==> src/hw/rtl/cic_pkg.sv <==
// Shared types, codes and constants for the coprocessor instruction cache.
// No dependencies; every other file but cic_ram imports this package.
package cic_pkg;

  // Cache geometry defaults
  localparam int CIC_CACHE_BYTES = 512;
  localparam int CIC_LINE_BYTES  = 16;
  localparam int CIC_LINE_COUNT  = 32;

  // Field widths
  localparam int ACTION_W    = 3;
  localparam int ADDR_W      = 16;
  localparam int DATA_W      = 8;
  localparam int BANK_W      = 8;
  localparam int KIND_W      = 2;
  localparam int SPACE_W     = 2;
  localparam int OFFSET_W    = 24;
  localparam int BUS_W       = 24;
  localparam int CFG_INDEX_W = 2;
  localparam int CFG_DATA_W  = 24;

  // Input actions
  localparam logic [ACTION_W-1:0] ACT_FETCH      = 3'd0;
  localparam logic [ACTION_W-1:0] ACT_RETURN     = 3'd1;
  localparam logic [ACTION_W-1:0] ACT_FLUSH      = 3'd2;
  localparam logic [ACTION_W-1:0] ACT_HOST_READ  = 3'd3;
  localparam logic [ACTION_W-1:0] ACT_HOST_WRITE = 3'd4;

  // Result kinds
  localparam logic [KIND_W-1:0] KIND_OPCODE = 2'd0;
  localparam logic [KIND_W-1:0] KIND_REQ    = 2'd1;
  localparam logic [KIND_W-1:0] KIND_HOST   = 2'd2;
  localparam logic [KIND_W-1:0] KIND_ACK    = 2'd3;

  // Request targets
  localparam logic [SPACE_W-1:0] SPACE_ROM  = 2'd0;
  localparam logic [SPACE_W-1:0] SPACE_RAM  = 2'd1;
  localparam logic [SPACE_W-1:0] SPACE_OPEN = 2'd2;

  // Configuration register indexes
  localparam logic [CFG_INDEX_W-1:0] REG_CODE_BASE    = 2'd0;
  localparam logic [CFG_INDEX_W-1:0] REG_PROGRAM_BANK = 2'd1;
  localparam logic [CFG_INDEX_W-1:0] REG_ROM_MASK     = 2'd2;
  localparam logic [CFG_INDEX_W-1:0] REG_RAM_MASK     = 2'd3;

  localparam logic [OFFSET_W-1:0] ROM_MASK_RESET = 24'h1fffff;
  localparam logic [OFFSET_W-1:0] RAM_MASK_RESET = 24'h01ffff;

  // Address map
  localparam logic [BUS_W-1:0] MAP_LOROM_SEL  = 24'hc00000;
  localparam logic [BUS_W-1:0] MAP_HIGH_SEL   = 24'he00000;
  localparam logic [BUS_W-1:0] MAP_LINEAR_ROM = 24'h400000;
  localparam logic [BUS_W-1:0] MAP_RAM        = 24'h600000;

  typedef enum logic [1:0] {
    MODE_IDLE = 2'd0,
    MODE_FILL = 2'd1,
    MODE_PASS = 2'd2
  } mode_t;

  typedef enum logic [3:0] {
    OP_NONE,
    OP_HIT,
    OP_MISS,
    OP_OUTSIDE,
    OP_PASS_BYTE,
    OP_FILL_BYTE,
    OP_FILL_LAST,
    OP_FLUSH,
    OP_HOST_READ,
    OP_HOST_WRITE
  } op_t;

  typedef enum logic [2:0] {
    SEL_RAM_OPCODE,
    SEL_RAM_HOST,
    SEL_DATA,
    SEL_ACK,
    SEL_REQ
  } out_sel_t;

  typedef enum logic [2:0] {
    ST_CLEAR,
    ST_IDLE,
    ST_READ_PEND,
    ST_EMIT_OPCODE,
    ST_EMIT_HOST,
    ST_EMIT_DATA,
    ST_EMIT_ACK,
    ST_EMIT_REQ
  } state_t;

  typedef struct packed {
    logic     accept;
    logic     clear_step;
    logic     read_pend;
    logic     out_load;
    out_sel_t out_sel;
  } cmd_t;

  typedef struct packed {
    op_t  op;
    logic clear_last;
    logic out_free;
    logic req_last;
  } status_t;

  typedef struct packed {
    logic [SPACE_W-1:0]  space;
    logic [OFFSET_W-1:0] offset;
  } map_t;

  // Translate a 24-bit bus address into a target space and masked offset.
  function automatic map_t cic_map(input logic [BUS_W-1:0] bus,
                                   input logic [OFFSET_W-1:0] rom_mask,
                                   input logic [OFFSET_W-1:0] ram_mask);
    map_t m;
    m.space  = SPACE_OPEN;
    m.offset = '0;
    if ((bus & MAP_LOROM_SEL) == '0) begin
      m.space  = SPACE_ROM;
      m.offset = {3'b000, bus[21:16], bus[14:0]} & rom_mask;
    end else if ((bus & MAP_HIGH_SEL) == MAP_LINEAR_ROM) begin
      m.space  = SPACE_ROM;
      m.offset = bus & rom_mask;
    end else if ((bus & MAP_HIGH_SEL) == MAP_RAM) begin
      m.space  = SPACE_RAM;
      m.offset = bus & ram_mask;
    end
    return m;
  endfunction

endpackage

==> src/hw/rtl/cic_ctrl.sv <==
// Sequencing state machine of the instruction cache.
// Depends on cic_pkg; drives cmd_t to the datapath and reads its status_t.
module cic_ctrl import cic_pkg::*; (
  input  logic    clk,
  input  logic    rst,
  input  logic    item_valid,
  output logic    item_ready,
  input  status_t status,
  output cmd_t    cmd
);

  state_t state, state_next;

  always_ff @(posedge clk) begin
    if (rst) begin
      state <= ST_CLEAR;
    end else begin
      state <= state_next;
    end
  end

  always_comb begin
    state_next = state;
    case (state)
      ST_CLEAR: begin
        if (status.clear_last) state_next = ST_IDLE;
      end
      ST_IDLE: begin
        if (item_valid) begin
          case (status.op)
            OP_HIT:                   state_next = ST_EMIT_OPCODE;
            OP_HOST_READ:             state_next = ST_EMIT_HOST;
            OP_MISS, OP_OUTSIDE:      state_next = ST_EMIT_REQ;
            OP_PASS_BYTE:             state_next = ST_EMIT_DATA;
            OP_FILL_LAST:             state_next = ST_READ_PEND;
            OP_FLUSH, OP_HOST_WRITE:  state_next = ST_EMIT_ACK;
            default:                  state_next = ST_IDLE;
          endcase
        end
      end
      ST_READ_PEND: state_next = ST_EMIT_OPCODE;
      ST_EMIT_OPCODE, ST_EMIT_HOST, ST_EMIT_DATA, ST_EMIT_ACK: begin
        if (status.out_free) state_next = ST_IDLE;
      end
      ST_EMIT_REQ: begin
        if (status.out_free && status.req_last) state_next = ST_IDLE;
      end
      default: state_next = ST_CLEAR;
    endcase
  end

  always_comb begin
    item_ready     = (state == ST_IDLE);
    cmd            = '0;
    cmd.out_sel    = SEL_ACK;
    cmd.accept     = (state == ST_IDLE) && item_valid;
    cmd.clear_step = (state == ST_CLEAR);
    cmd.read_pend  = (state == ST_READ_PEND);
    case (state)
      ST_EMIT_OPCODE: begin
        cmd.out_load = status.out_free;
        cmd.out_sel  = SEL_RAM_OPCODE;
      end
      ST_EMIT_HOST: begin
        cmd.out_load = status.out_free;
        cmd.out_sel  = SEL_RAM_HOST;
      end
      ST_EMIT_DATA: begin
        cmd.out_load = status.out_free;
        cmd.out_sel  = SEL_DATA;
      end
      ST_EMIT_ACK: begin
        cmd.out_load = status.out_free;
        cmd.out_sel  = SEL_ACK;
      end
      ST_EMIT_REQ: begin
        cmd.out_load = status.out_free;
        cmd.out_sel  = SEL_REQ;
      end
      default: ;
    endcase
  end

endmodule

==> config.mk <==
export PLATFORM = sky130hd
export DESIGN_NAME = cic_ctrl
export DESIGN_NICKNAME = d
export VERILOG_FILES = /design/src/hw/rtl/cic_pkg.sv /design/src/hw/rtl/cic_ctrl.sv
export SDC_FILE = /design/constraint.sdc
export NUM_CORES = 1
export LEC_CHECK = 0
export ABC_AREA = 1
export BUFFER_PORTS_ARGS = -buffer_cell sky130_fd_sc_hd__buf_2
export CAP_MARGIN = 20
export CORE_AREA = 4 4 41 43
export CTS_CLUSTER_DIAMETER = 60
export DETAILED_ROUTE_END_ITERATION = 16
export DIE_AREA = 0 0 45 47
export GPL_ROUTABILITY_DRIVEN = 0
export PLACE_DENSITY = 0.58
export SKIP_CTS_REPAIR_TIMING = 1
export SLEW_MARGIN = 20
export SYNTH_ARGS = -nofsm -noshare
export SYNTH_HDL_FRONTEND = slang
export SYNTH_SLANG_ARGS = --single-unit
==> constraint.sdc <==
create_clock -name clk -period 1.1 [get_ports clk]
set_input_delay 0.22 -clock clk [delete_from_list [all_inputs] [get_ports clk]]
set_output_delay 0.22 -clock clk [all_outputs]
set_load 0.005 [all_outputs]
==> flow_summary_export.csv <==
group,metric,value,unit
cts,clkSinkCount,3,
power_and_ir_drop,irDropWorstVdd,759,uV
yosys,synth_area_leaders,"nand2_1 18%, dfxtp_1 16%, inv_1 14%",
worst_setup_path,start_kind,"register",
worst_setup_path,worst-setup-path-type,"reg -> out",
sta,drv_slew,0,
cells_and_area,largest_reg_flops,3,
floorplanning,rows,13,
sta,fin_crit,1.24,ns
global_routing,met2_usage,16.1,%
power_and_ir_drop,power.density,2250,nW/um^2
cells_and_area,largest-register,"state",
cells_and_area,layout_common_cells,"17 x nand2_1, 16 x buf_2, 11 x inv_1, 10 x nor2_1, 8 x nand3_1",
cts,insertion_delay,0.23,ns
yosys,synth.distinct_cells,13,
power_and_ir_drop,p_total,0.00133,W
cts,htree_levels,1,
outcome,outcome,"complete, but fails checks",
global_routing,grt_pass1_vias,403,
yosys,synth_top_area_share,17.6,%
worst_setup_path,crit_arrival,1.02,ns
global_routing,grt_overflow,0,
global_routing,grtUsageMet1,9.52,%
cts,clock_path_buffers,2,
job,cap_viol_max_count,0,
sta,worst_slew_pin_slew,0.121,ns
floorplanning,dieHeight,47,um
cells_and_area,layout-drive-gt1-share,46.4,%
routing,drtIter0Drc,4,
yosys,syn_avg_cell_area,5.32,sq um
floorplanning,top_level_ports,18,
floorplanning,initial_core_util,29.4,%
yosys,ys_seq_area_share,15.7,%
global_routing,grt_busiest_layer,"met2",
yosys,yosys_warnings,0,
placement,dp_hpwl,731,um
sta,setup_violations,7,
cells_and_area,largestRegisters,"state (3)",
cells_and_area,fin_cells,112,
cells_and_area,fillCellCount,149,
min_path,hold_class,"in -> reg",
routing,wl_per_cell,8.26,um
routing,vias,473,
routing,postRouteAntennaNets,0,
worst_setup_path,worstSetupEndpointType,"primary output",
sta,period_share,112,%
sta,max_slew_margin,91.9,%
sta,hold_violations,0,
yosys,syn_area,383,sq um
global_routing,grtUsageMet3,3.45,%
cts,root_buffer,"clkbuf_4",
global_routing,globalRouteTotalUtil,9.00,%
routing,vias_per_cell,4.22,
yosys,synthCells,72,
global_routing,grt_pass1_wl,1390,um
cells_and_area,synthToLayoutAreaGrowth,54.6,%
sta,fmax,809,MHz
cells_and_area,nets,110,
global_routing,grt_max_degree,6,
outcome,failed_checks,"setup timing",
placement,port_buffers,17,
routing,drt-total-wl,925,um
sta,rsz0062_at_grt,"yes",
yosys,yosys.area.top_type,"nand2_1",
cts,cts_tree,"built",
floorplanning,fp.dieW,45,um
yosys,yosys_register_bits,3,
floorplanning,core,1300,sq um
cells_and_area,final_util,45.5,%
yosys,syn_nets,84,
placement,dp_cells,106,
floorplanning,die_area,2120,sq um
sta,clock_skew,0.00621,ns
routing,route.detailed.drc,0,
global_routing,antenna_found_initial,0,
cells_and_area,diodes,0,
worst_setup_path,required,0.88,ns
power_and_ir_drop,leakage,0.359,nW
cells_and_area,layout_commonest_cell,"nand2_1",
cts,cts_buffers,3,
cts,cts.clk_slew.worst_paths,0.04,ns
worst_setup_path,worstPathMaxFanout,4,
routing,dr.pass1.iters,4,
sta,setup_slack,-0.136,ns
## area by class of cell
cell class	instances	area (sq um)	share of cell area [%]
clock buffer	4	26.3	4.44
inverter	16	60.1	10.1
multi-input combinational	52	283	47.8
sequential	3	71.3	12.1
tap	15	18.8	3.17
timing repair buffer	22	133	22.4
## cells in the mapped netlist
master	instances
nor2_2	3
a21oi_1	3
nand2_2	4
nand2_1	18
nor2_4	1
o21ai_0	2
nor2_1	10
inv_1	14
buf_4	1
dfxtp_1	3
inv_2	2
ha_1	2
nand3_1	9
## cells by family (layout without fill, tap and decap cells)
family	count (synthesis)	after routing	share of synthesized area, %
flops	3	3	15.7
buf+inv	17	42	17.6
simple gates	45	45	53.6
compound gates	5	5	6.53
fa+ha+maj	2	2	6.53
## per-stage QoR
stage	TNS, ns	area [sq um]	worst slack, ns	hold slack, ns
after floorplan	0	383	0.0638	0.387
after global placement	-0.0267	502	-0.0267	0.493
after detailed placement	-0.0336	502	-0.0336	0.494
after CTS	-1.35	528	-0.249	0.255
after global routing	-1.31	592	-0.199	0.240
final	-0.669	592	-0.136	0.238
## layer usage
layer | routed length (um) | vias up
li1 | - | 265
met1 | 393 | 193
met2 | 461 | 15
met5 | 0 | -
met4 | 0 | 0
met3 | 71 | 0
## final timing paths
path | from | endpoint | slack [ns] | depth (start not counted)
max | state[2]$_SDFFE_PP0P_ | cmd[6] | -0.14 | 4
max reg2reg | state[2]$_SDFFE_PP0P_ | state[2]$_SDFFE_PP0P_ | 0.01 | 8
min reg2reg | state[1]$_SDFFE_PP0P_ | state[1]$_SDFFE_PP0P_ | 0.57 | 4
min | rst | state[0]$_SDFFE_PP0P_ | 0.24 | 4
## critical path, stage by stage (launching register included)
cell and delay (ns):
dfxtp_4 0.36, nor2_4 0.14, nand2_2 0.08, nor2_1 0.08, buf_2 0.11
## where the power goes
group          leakage (nW)  switching, W  internal, W  total [W]
logic                 0.317      0.000475     0.000397   0.000872
clock network        0.0150     0.0000611     0.000136   0.000197
registers            0.0267     0.0000784     0.000182   0.000261
No activity file was read; power rests on OpenSTA's default activity.
